**src/design/lgm_pkg.sv**
```systemverilog
// Shared constants, types and helper functions of the greedy LZ match finder.
`timescale 1ns / 1ps
`default_nettype none
package lgm_pkg;

	localparam int WINDOW       = 4096;
	localparam int HASH_ENTRIES = 512;
	localparam int RING_ENTRIES = 4160;
	localparam int POS_W        = 32;
	localparam int LEN_W        = 7;
	localparam int DIST_W       = 13;
	localparam int RING_W       = 13;
	localparam int HASH_W       = 9;
	localparam int CHAIN_AW     = 12;
	localparam int TAG_W        = 8;
	localparam int HEAD_W       = TAG_W + POS_W;
	localparam int FIFO_DEPTH   = 4;
	localparam int FIFO_AW      = 2;

	localparam logic [RING_W:0]    RING_SIZE = 14'd4160;
	localparam logic [LEN_W-1:0]   MAX_MATCH = 7'd64;
	localparam logic [DIST_W-1:0]  MAX_DIST  = 13'd4096;
	localparam logic [LEN_W-1:0]   MIN_LEN   = 7'd2;
	localparam logic [HASH_W-1:0]  HASH_LAST = 9'h1FF;

	localparam logic [1:0] CFG_MIN_LENGTH   = 2'd0;
	localparam logic [1:0] CFG_MAX_LENGTH   = 2'd1;
	localparam logic [1:0] CFG_MIN_DISTANCE = 2'd2;
	localparam logic [1:0] CFG_MAX_DISTANCE = 2'd3;

	typedef struct packed {
		logic [LEN_W-1:0]  min_length;
		logic [LEN_W-1:0]  max_length;
		logic [DIST_W-1:0] min_distance;
		logic [DIST_W-1:0] max_distance;
	} cfg_t;

	// One queued item: a byte and whether it closes the block.
	typedef struct packed {
		logic       flush;
		logic [7:0] data;
	} cmd_t;

	function automatic logic [RING_W-1:0] ring_add(input logic [RING_W-1:0] base,
		input logic [LEN_W-1:0] off);
		logic [RING_W:0] s;
		s = {1'b0, base} + {7'd0, off};
		if (s >= RING_SIZE) begin
			s = s - RING_SIZE;
		end
		return s[RING_W-1:0];
	endfunction

	function automatic logic [RING_W-1:0] ring_sub(input logic [RING_W-1:0] base,
		input logic [DIST_W-1:0] d);
		logic [RING_W:0] s;
		s = {1'b0, base} - {1'b0, d};
		if (s[RING_W]) begin
			s = s + RING_SIZE;
		end
		return s[RING_W-1:0];
	endfunction

	function automatic logic [HASH_W-1:0] lgm_hash(input logic [7:0] a, input logic [7:0] b,
		input logic [7:0] c, input logic three);
		logic [7:0] x1;
		logic [7:0] x2;
		logic [HASH_W-1:0] h;
		x1 = a ^ b;
		x2 = a ^ c;
		if (three) begin
			h = {1'b0, a} ^ {x1, 1'b0} ^ {x2[6:0], 2'b00} ^ {8'd0, x2[7]};
		end else begin
			h = {1'b0, a} ^ {x1[6:0], 2'b00} ^ {8'd0, x1[7]};
		end
		return h;
	endfunction

endpackage
`default_nettype wire

```
**src/design/lgm_front.sv**
```systemverilog
// Input side: takes items, tags block ends and queues them for the match engine.
`timescale 1ns / 1ps
`default_nettype none
module lgm_front import lgm_pkg::*; (
	input  wire logic       clk,
	input  wire logic       arst_n,
	input  wire logic       in_valid,
	output logic            in_stall,
	input  wire logic [7:0] data_byte,
	input  wire logic       block_end,
	input  wire logic       hold,
	output logic            cmd_valid,
	output cmd_t            cmd,
	input  wire logic       cmd_pop
);

	cmd_t               fifo_q [FIFO_DEPTH];
	logic [FIFO_AW-1:0] wp_q;
	logic [FIFO_AW-1:0] rp_q;
	logic [FIFO_AW:0]   fill_q;
	logic               push;
	logic               pop;

	// Nothing is taken while the head table is being swept.
	assign in_stall  = (fill_q == (FIFO_AW+1)'(FIFO_DEPTH)) || hold;
	assign push      = in_valid && !in_stall;
	assign cmd_valid = (fill_q != '0);
	assign pop       = cmd_pop && cmd_valid;
	assign cmd       = fifo_q[rp_q];

	always_ff @(posedge clk) begin
		if (push) begin
			fifo_q[wp_q] <= '{flush: block_end, data: data_byte};
		end
	end

	always_ff @(posedge clk or negedge arst_n) begin
		if (!arst_n) begin
			wp_q   <= '0;
			rp_q   <= '0;
			fill_q <= '0;
		end else begin
			if (push) begin
				wp_q <= wp_q + 1'b1;
			end
			if (pop) begin
				rp_q <= rp_q + 1'b1;
			end
			if (push && !pop) begin
				fill_q <= fill_q + 1'b1;
			end else if (pop && !push) begin
				fill_q <= fill_q - 1'b1;
			end
		end
	end

endmodule
`default_nettype wire

```
**config.mk**
```make
export PLATFORM = sky130hd
export DESIGN_NAME = lgm_front
export DESIGN_NICKNAME = d
export VERILOG_FILES = /design/src/design/lgm_pkg.sv /design/src/design/lgm_front.sv
export SDC_FILE = /design/constraint.sdc
export NUM_CORES = 1
export LEC_CHECK = 0
export BUFFER_PORTS_ARGS = -buffer_cell sky130_fd_sc_hd__buf_4
export CORE_AREA = 2 2 80 82
export DETAILED_ROUTE_END_ITERATION = 10
export DIE_AREA = 0 0 82 84
export GPL_ROUTABILITY_DRIVEN = 1
export GPL_TIMING_DRIVEN = 0
export PLACE_DENSITY = 0.48
export SYNTH_ARGS = -nofsm -noshare
export SYNTH_HDL_FRONTEND = slang
export SYNTH_SLANG_ARGS = --single-unit
```
**constraint.sdc**
```tcl
create_clock -name clk -period 2.78 [get_ports clk]
set_input_delay 0.695 -clock clk [delete_from_list [all_inputs] [get_ports clk]]
set_output_delay 0.695 -clock clk [all_outputs]
set_load 0.01 [all_outputs]
```
==> results of run 1 <==
-- worst max path at each step --
stage                     cells after the start  slack (ns)    start        end
after floorplan                               8        0.67     hold  fill_q[2]
after global placement                        9        0.44     hold  fill_q[2]
after detailed placement                      9        0.40     hold  fill_q[2]
after CTS                                     3        0.48  rp_q[0]     cmd[2]
after global routing                          3        0.43  rp_q[0]     cmd[2]
final                                         3        0.52  rp_q[0]     cmd[2]
-- synthesized netlist by cell type, types with 2 or more instances --
cell,count
dfrtp_1,7
edfxtp_1,36
ha_1,5
inv_1,4
nor2_1,2
and2_2,4
xnor2_1,4
mux4_2,8
xor2_1,2
-- layer usage --
metal,vias to the layer above,wire length (um)
li1,382,-
met1,423,1148
met2,28,1479
met3,10,228
met4,0,65
met5,-,0
-- sequential cells by signal (all words and copies together), names as in the netlist --
signal	flops
fifo_q	36
fill_q	3
rp_q	2
wp_q	2
-- metrics by stage --
stage                     hold slack, ns  worst slack (ns)    util  instance area (sq um)  power, mW
after floorplan                   0.3994            0.6710       -                   1753      1.340
after global routing              0.1868            0.4272  0.3514                   2142      2.176
after detailed placement          0.5182            0.3965  0.3329                   2029      1.611
final                             0.1994            0.5242  0.3514                   2142      2.043
after global placement            0.5154            0.4367  0.3329                   2029      1.574
after CTS                         0.1940            0.4786  0.3514                   2142      2.087
-- power by group --
group / switching [mW] / total (mW) / internal (mW)
clock: 0.208 / 0.475 / 0.267
sequential: 0.0670 / 0.881 / 0.814
combinational: 0.316 / 0.687 / 0.371
-- kinds of logic after synthesis --
logic type | synth area share
flip-flops | 0.7166
multiplexers | 0.1328
AND/OR/NAND/NOR | 0.04354
XOR/XNOR | 0.02998
buffers and inverters | 0.01784
adder cells (fa/ha/maj) | 0.04711
AO/OA/AOI/OAI | 0.01213
-- layout make-up --
| class | instances | area (sq um) |
|---|---|---|
| Multi-Input combinational cell | 35 | 465.4 |
| Sequential cell | 43 | 1256 |
| Buffer | 2 | 16.27 |
| Timing Repair Buffer | 24 | 180.2 |
| Fill cell | 606 | 3954 |
| Clock buffer | 5 | 68.82 |
| Tap cell | 77 | 96.34 |
| Clock inverter | 3 | 43.79 |
| Inverter | 4 | 15.01 |
==> run summary, run 1 <==
Clock transition at the registers of the reported paths -> 0.08 ns
Crit Path Category -> flip-flop to output port
Largest cells by area after synthesis -> edfxtp_1 62%, mux4_2 10%, dfrtp_1 10%
Most common library cell in the layout ignoring fill and taps -> edfxtp_1
Post-layout instance count excluding filler cells -> 193
Area enclosed by the die boundary -> 6888 sq um
First-pass GRT wire length -> 4.588 mm
Type of origin of the critical path -> flip-flop
Number of pins with negative max-slew slack in the final report -> 0
Post-synth top area share -> 0.6167
Critical path data required time -> 2.09 ns
Total nets after synthesis -> 104
Overall routing resource usage -> 0.09480
Worst slew margin relative to its limit -> 0.8102
Maximum ir drop on the vdd rail -> 0.4394 mV
Setup repair after global routing missed its margin -> false
Overall die height -> 84 um
Critical-path cell list -> buf_6 > mux4_2 > buf_4
Count of flip-flops with a built-in enable after synthesis -> 36
Average size of a mapped cell -> 20.87 sq um
Family with the most delay on the worst path -> multiplexers
CTS Hold Bufs -> 0
TritonCTS Sinks -> 43
Skew final -> 0.006690 ns
Highest Clock Rate -> 443.3 MHz
Detailed router's first-iteration violation count -> 25
Clock Path Buffers -> 2
Effective utilization at floorplan -> 0.2876
Clk Latency, worst-skew pair -> 0.29 ns
End of the worst register-to-register path -> fill_q[2]
Distinct cell type count after synthesis -> 21
Number of buffers added by the clock tree synthesis step -> 5
GR Layer Usage met1 -> 0.1089
Cell total after placement -> 185
Result of the run -> finished, final reports clean
Largest fanout on the critical path -> 10
Global routing's busiest layer -> met2
Met3 track demand over resource in global routing -> 0.03788
Signal arrival time at the worst endpoint -> 1.56 ns
Proportion of synthesized flip-flops having asynchronous set or reset -> 0.1628
Core area -> 6096 sq um
Net total in the final layout -> 135
Startpoint of the worst register-to-register path -> fill_q[0]
Type of element capturing the critical path -> output port
Post-synthesis sequential area ratio -> 0.7166
Clock tree from TritonCTS -> done
Final hold violation count -> 0
Std-Cell Rows -> 29
Total negative slack for setup checks -> 0 ns
Pwr dens -> 953.8 nW/um^2
HPWL after DPL -> 2.008 mm
Via count -> 843
Number of diodes added for antenna fixing -> 0
Cell count after synthesis -> 84
Cell taking the most area after synthesis -> edfxtp_1
Netlist Area Pre-Place -> 1753 sq um
Detailed-route wire length -> 2.921 mm
Io pins -> 25
Flop2flop setup slack -> 0.69 ns
Buffers inserted during post-CTS setup optimization -> 0
Placer Congestion -> 0.6709
Ratio of final minimum period to clock period -> 0.8114
Routed vias/inst -> 4.368
Number of setup violations in the final report -> 0
Commonest cells after routing, fill and taps aside -> 36 x edfxtp_1, 24 x buf_4, 8 x mux4_2
Area overhead of the layout relative to synthesis -> 22.20%
Synth Register Bits -> 43
Buffer type at the clock tree root -> clkbuf_8
Cell at the slowest stage of the critical path -> mux4_2
Via count of the first global-routing pass -> 904
Maximum number of pins on one net before global-route repair -> 15
Number of violations of the max-capacitance limit -> 0
WP buf/inv -> 2
Grt ovf -> 0
Share of post-route cells with drive strength above 1 -> 0.4483
Remaining antenna violation count after routing -> 0
Chip Width -> 82 um
Per-cell routed wire length -> 15.13 um
I/O Buffers -> 24
Met2 layer usage reported by global route -> 0.1515
Delay of the slowest critical-path stage -> 0.53 ns
H-Tree Depth -> 2
Leakage power figure -> 0.7827 nW
Post-synth top flop -> edfxtp_1
Actual transition at the worst max-transition pin -> 0.2846 ns
Hold/Removal Path Class -> primary input to async pin
Number of detailed-routing iterations run before antenna repair -> 4
Antenna violations before repair -> 0
Fin crit period -> 2.256 ns
Detailed-route DRC error count -> 0
Number of instances resized during post-cts repair -> 0
YS warnings -> 0
Number of cells traversed by the worst register-to-register path -> 8
Power figures use the tool's default switching activity.
==> run 2: changes to the inputs <==
--- a/config.mk
+++ b/config.mk
@@ -11,7 +11,7 @@
 export DIE_AREA = 0 0 82 84
 export GPL_ROUTABILITY_DRIVEN = 1
 export GPL_TIMING_DRIVEN = 0
-export PLACE_DENSITY = 0.48
+export PLACE_DENSITY = 0.5
 export SYNTH_ARGS = -nofsm -noshare
 export SYNTH_HDL_FRONTEND = slang
 export SYNTH_SLANG_ARGS = --single-unit
==> constraint.sdc (replaced) <==
create_clock -name clk -period 2 [get_ports clk]
set_input_delay 0.5 -clock clk [delete_from_list [all_inputs] [get_ports clk]]
set_output_delay 0.5 -clock clk [all_outputs]
set_load 0.01 [all_outputs]
==> run 2 against run 1 <==
The run now ends with negative setup slack left. Combinational power increased by 80%. Core utilization increased by 1.8 points. Critical path depth unchanged. Design area increased by 5.3%. Clock skew about the same. Largest cell class unchanged. First-iteration DRC count increased by 140%. Flip-flop and latch count unchanged. Via count increased by 5.1%.
==> run summary, run 2 (synthesis results as in run 1) <==
HPWL after DPL -> 2.072 mm
Result of the run -> complete, but fails checks
Number of violations of the max-capacitance limit -> 0
Overall routing resource usage -> 0.1001
Setup repair after global routing missed its margin -> true
Per-cell routed wire length -> 15.23 um
Fin crit period -> 2.007 ns
Clk Latency, worst-skew pair -> 0.29 ns
Number of pins with negative max-slew slack in the final report -> 0
Critical-path cell list -> buf_12 > mux4_2 > buf_6
Largest register FFs -> 36
Detailed router's first-iteration violation count -> 61
H-Tree Depth -> 2
Leakage power figure -> 0.8218 nW
Io pins -> 25
Actual transition at the worst max-transition pin -> 0.2940 ns
Hold/Removal Path Class -> primary input to flip-flop
Via count of the first global-routing pass -> 1,015
Critical path data required time -> 1.50 ns
Skew final -> 0.006917 ns
Post-route cell area -> 2255 sq um
Chip Width -> 82 um
Most common library cell in the layout ignoring fill and taps -> edfxtp_1
Number of diodes added for antenna fixing -> 0
Final core occ -> 0.3699
Commonest cells after routing, fill and taps aside -> 36 x edfxtp_1, 23 x buf_4, 9 x mux4_2
Largest fanout on the critical path -> 5
Detailed-route DRC error count -> 0
Number of detailed-routing iterations run before antenna repair -> 4
Buffer type at the clock tree root -> clkbuf_8
Failing checks -> negative setup slack
Clock transition at the registers of the reported paths -> 0.08 ns
Routed vias/inst -> 4.386
Grt ovf -> 0
Ratio of final minimum period to clock period -> 1.003
Crit Path Category -> flip-flop to output port
Area enclosed by the die boundary -> 6888 sq um
Net total in the final layout -> 144
Total power consumption of the routed design -> 2.981 mW
Delay of the slowest critical-path stage -> 0.52 ns
Number of cells traversed by the worst register-to-register path -> 8
Number of setup violations in the final report -> 2
Most flop-heavy register -> fifo_q
Remaining antenna violation count after routing -> 0
Largest regs -> fifo_q: 36 flops, fill_q: 3 flops
Clock Path Buffers -> 2
Type of element capturing the critical path -> output port
Maximum ir drop on the vdd rail -> 0.4186 mV
Core area -> 6096 sq um
Final hold violation count -> 0
Clock tree from TritonCTS -> done
Area overhead of the layout relative to synthesis -> 28.62%
TritonCTS Sinks -> 43
Cell at the slowest stage of the critical path -> mux4_2
Overall die height -> 84 um
Worst slew margin relative to its limit -> 0.8036
I/O Buffers -> 24
Share of post-route cells with drive strength above 1 -> 0.5120
Number of cells traversed by the worst hold path -> 1
Via count -> 886
Effective utilization at floorplan -> 0.2876
Highest Clock Rate -> 498.3 MHz
Final setup margin -> -0.006855 ns
Post-place setup slack -> -0.2021 ns
Instance area at placement -> 2029 sq um
Signal arrival time at the worst endpoint -> 1.51 ns
Detailed-route wire length -> 3.076 mm
Type of origin of the critical path -> flip-flop
Placer Congestion -> 0.6787
Number of buffers added by the clock tree synthesis step -> 5
Maximum number of pins on one net before global-route repair -> 14
Worst hold slack across all endpoints -> 0.4048 ns
Pwr dens -> 1322 nW/um^2
Std-Cell Rows -> 29
Antenna violations before repair -> 0
First-pass GRT wire length -> 4.919 mm
[run 2: power breakdown]
group / switching, mW / total [mW] / leakage (nW) / internal (mW)
sequential: 0.0767 / 1.21 / 0.406 / 1.14
clock: 0.281 / 0.525 / 0.0412 / 0.244
combinational: 0.510 / 1.24 / 0.374 / 0.733
total: 0.868 / 2.98 / 0.822 / 2.11
[run 2: final timing paths]
kind                       startpoint            to  slack (ns)
max                           rp_q[0]        cmd[7]      -0.007
min reg2reg                   wp_q[1]       wp_q[1]        0.58
min in group asynchronous      arst_n     fill_q[2]        0.55
min                         block_end  fifo_q[2][8]        0.40
max reg2reg                 fill_q[2]     fill_q[2]        0.09
max in group asynchronous      arst_n       rp_q[0]        1.31
[run 2: cell type report]
class	count	area, sq um
fill	588	3841
sequential	43	1259
multi-input combinational	35	476.7
timing repair buffer	33	297.8
tap	77	96.34
clock buffer	6	72.57
buffer	2	25.02
inverter	4	15.01
clock inverter	2	12.51
[run 2: per-layer routing]
layer  GRT usage  share of wire
met5           0              0
met4     0.04697          0.017
met3     0.03788          0.060
met2      0.1707           0.53
met1      0.1065           0.39
[run 2: critical path: cells and delay by family, from the launching register on]
family / cells / cell delay, ns
buf+inv: 2 / 0.28
flops: 1 / 0.42
mux: 1 / 0.52
[run 2: what timing repair did]
| item | in CTS | in global routing |
|---|---|---|
| gates cloned | 0 | 1 |
| hold endpoints to repair | 1 | 0 |
| pin swaps | 3 | 2 |
| setup buffers | 6 | 1 |
| setup endpoints to repair | 10 | 11 |
| hold buffers | 1 | 0 |
| gates resized for setup | 14 | 2 |
[run 2: metrics by stage]
stage | TNS (ns) | std cells
floorplan | 0 | 84
global placement | -0.2217 | 185
detailed placement | -0.3244 | 185
CTS | -0.1165 | 200
global route | -0.5355 | 202
finish | -0.01023 | 202
==> run 3: changes to the inputs <==
--- a/config.mk
+++ b/config.mk
@@ -6,12 +6,14 @@
 export NUM_CORES = 1
 export LEC_CHECK = 0
 export BUFFER_PORTS_ARGS = -buffer_cell sky130_fd_sc_hd__buf_4
-export CORE_AREA = 2 2 80 82
+export CELL_PAD_IN_SITES_DETAIL_PLACEMENT = 1
+export CELL_PAD_IN_SITES_GLOBAL_PLACEMENT = 2
+export CORE_AREA = 2 2 92 72
 export DETAILED_ROUTE_END_ITERATION = 10
-export DIE_AREA = 0 0 82 84
+export DIE_AREA = 0 0 94 74
 export GPL_ROUTABILITY_DRIVEN = 1
 export GPL_TIMING_DRIVEN = 0
-export PLACE_DENSITY = 0.5
+export PLACE_DENSITY = 0.61
 export SYNTH_ARGS = -nofsm -noshare
 export SYNTH_HDL_FRONTEND = slang
 export SYNTH_SLANG_ARGS = --single-unit
==> run 3 against run 2 <==
The flow still finishes with violations (negative setup slack). Largest power group is now sequential cells. Global-route usage increased by 0.16 points. Critical path type unchanged. Sequential share of layout area decreased by 0.24 points. Total power increased by 3.4%. Sequential power about the same. Final cell count increased by 0.50%. Flip-flop and latch count unchanged.
==> run summary, run 3 (synthesis results as in run 1) <==
Result of the run -> complete, but fails checks
Failing checks -> negative setup slack
Remaining antenna violation count after routing -> 0
Critical-path cell list -> clkbuf_16 > mux4_2 > buf_6
Critical path data required time -> 1.50 ns
Number of violations of the max-capacitance limit -> 0
Crit Path Category -> flip-flop to output port
Signal arrival time at the worst endpoint -> 1.52 ns
Buffer type at the clock tree root -> clkbuf_8
Hold/Removal Path Class -> primary input to flip-flop
Core area -> 6100 sq um
Placer Congestion -> 0.6537
Cell at the slowest stage of the critical path -> mux4_2
Per-cell routed wire length -> 15.81 um
First-pass GRT wire length -> 4.912 mm
Type of origin of the critical path -> flip-flop
Effective utilization at floorplan -> 0.2874
Via count of the first global-routing pass -> 925
Number of diodes added for antenna fixing -> 0
Number of setup violations in the final report -> 6
Number of buffers added by the clock tree synthesis step -> 5
Pwr dens -> 1363 nW/um^2
Leakage power figure -> 0.8270 nW
Number of fill cells in the layout -> 622
Detailed-route DRC error count -> 0
Start point of the critical path -> rp_q[0]
Final setup margin -> -0.01617 ns
Delay of the slowest critical-path stage -> 0.49 ns
Overall die height -> 74 um
Startpoint of the lowest-slack hold path -> data_byte[6]
Overall routing resource usage -> 0.1017
Number of pins with negative max-slew slack in the final report -> 0
Maximum ir drop on the vdd rail -> 0.3510 mV
Net total in the final layout -> 141
Instance area at placement -> 2034 sq um
Worst slew margin relative to its limit -> 0.8166
Std-Cell Rows -> 25
Ratio of final minimum period to clock period -> 1.008
Most flop-heavy register -> fifo_q
Number of detailed-routing iterations run before antenna repair -> 3
Largest regs -> fifo_q: 36 flops, fill_q: 3 flops
Fin crit period -> 2.016 ns
Detailed router's first-iteration violation count -> 38
Type of element capturing the critical path -> output port
Skew final -> 0.003204 ns
Final hold violation count -> 0
Startpoint of the worst register-to-register path -> fill_q[1]
Area enclosed by the die boundary -> 6956 sq um
Clk Latency, worst-skew pair -> 0.29 ns
TritonCTS Sinks -> 43
Clock tree from TritonCTS -> done
HPWL after DPL -> 2.080 mm
Actual transition at the worst max-transition pin -> 0.2744 ns
Io pins -> 25
Clock Path Buffers -> 2
Largest register FFs -> 36
Chip Width -> 94 um
Post-route cell area -> 2262 sq um
Clock transition at the registers of the reported paths -> 0.08 ns
Via count -> 857
Most common library cell in the layout ignoring fill and taps -> edfxtp_1
Setup repair after global routing missed its margin -> true
Largest fanout on the critical path -> 4
Antenna violations before repair -> 0
H-Tree Depth -> 2
Maximum number of pins on one net before global-route repair -> 14
Grt ovf -> 0
Total power consumption of the routed design -> 3.083 mW
Share of post-route cells with drive strength above 1 -> 0.4836
I/O Buffers -> 24
Detailed-route wire length -> 3.209 mm
Highest Clock Rate -> 496.0 MHz
Routed vias/inst -> 4.222
Commonest cells after routing, fill and taps aside -> 36 x edfxtp_1, 20 x buf_4, 8 x mux4_2, 8 x buf_6, 6 x dfrtp_1
Area overhead of the layout relative to synthesis -> 29.05%
## run 3: cell types whose count changed in the layout (fill, tap and decap cells not counted)
| cell | before | now |
|---|---|---|
| buf_4 | 23 | 20 |
| mux4_2 | 9 | 8 |
| bufinv_16 | 0 | 1 |
| clkbuf_1 | 1 | 0 |
| clkinv_1 | 0 | 1 |
| dfrtp_1 | 5 | 6 |
| clkinvlp_4 | 1 | 0 |
| dfrtp_2 | 2 | 1 |
| mux4_1 | 0 | 1 |
## run 3: worst max-delay path: cells and delay by family (launching register included)
family,cells,cell delay (ns)
muxes,1,0.49
DFF,1,0.43
buffers and inverters,2,0.30
## run 3: area by class of cell
| type | instances | area, sq um | area share |
|---|---|---|---|
| Sequential cell | 43 | 1257 | 0.5559 |
| Multi-Input combinational cell | 35 | 480.5 | 0.2124 |
| Timing Repair Buffer | 30 | 275.3 | 0.1217 |
| Tap cell | 81 | 101.3 | 0.04480 |
| Clock buffer | 5 | 68.82 | 0.03042 |
| Clock inverter | 3 | 38.79 | 0.01715 |
| Buffer | 2 | 25.02 | 0.01106 |
| Inverter | 4 | 15.01 | 0.006637 |
## run 3: worst paths after layout
kind | slack [ns] | cells past startpoint | end
worst min-delay path | 0.40 | 1 | fifo_q[0][6]
max in group asynchronous | 1.32 | 2 | rp_q[0]
worst max register to register | 0.06 | 8 | fill_q[2]
worst max-delay path | -0.02 | 3 | cmd[2]
worst min register to register | 0.57 | 1 | fill_q[2]
min in group asynchronous | 0.55 | 2 | fill_q[2]
## run 3: routing by layer
metal | part of all wire | up-vias | GRT usage
li1 | - | 392 | -
met1 | 0.43 | 444 | 0.1204
met2 | 0.51 | 16 | 0.1659
met3 | 0.041 | 5 | 0.03343
met4 | 0.020 | 0 | 0.05797
met5 | 0 | - | 0
## run 3: stage by stage
step / hold WS (ns) / setup slack [ns] / setup TNS (ns) / cells / utilization
after floorplan: 0.2044 / 0.02854 / 0 / 84 / -
after global placement: 0.3213 / -0.1559 / -0.2306 / 189 / 0.3335
after detailed placement: 0.3241 / -0.1949 / -0.3362 / 189 / 0.3335
after CTS: 0.001503 / -0.04500 / -0.2881 / 200 / 0.3612
after global routing: 0.3846 / -0.07276 / -0.5827 / 203 / 0.3709
final: 0.4008 / -0.01617 / -0.06529 / 203 / 0.3709
## run 3: timing repair
action | CTS | global route
cloned | 0 | 1
endpoints found under the hold margin | 0 | 6
pin swaps | 0 | 3
hold buffers | 0 | 1
gates resized for setup | 10 | 4
setup endpoints to repair | 10 | 10
buffers inserted | 3 | 1
## run 3: where the power goes
| part | leakage [nW] | internal, mW | switching (mW) | total, mW |
|---|---|---|---|---|
| clock network | 0.0556 | 0.366 | 0.293 | 0.659 |
| registers | 0.407 | 1.13 | 0.0911 | 1.23 |
| logic | 0.364 | 0.702 | 0.497 | 1.20 |
| total | 0.827 | 2.20 | 0.881 | 3.08 |
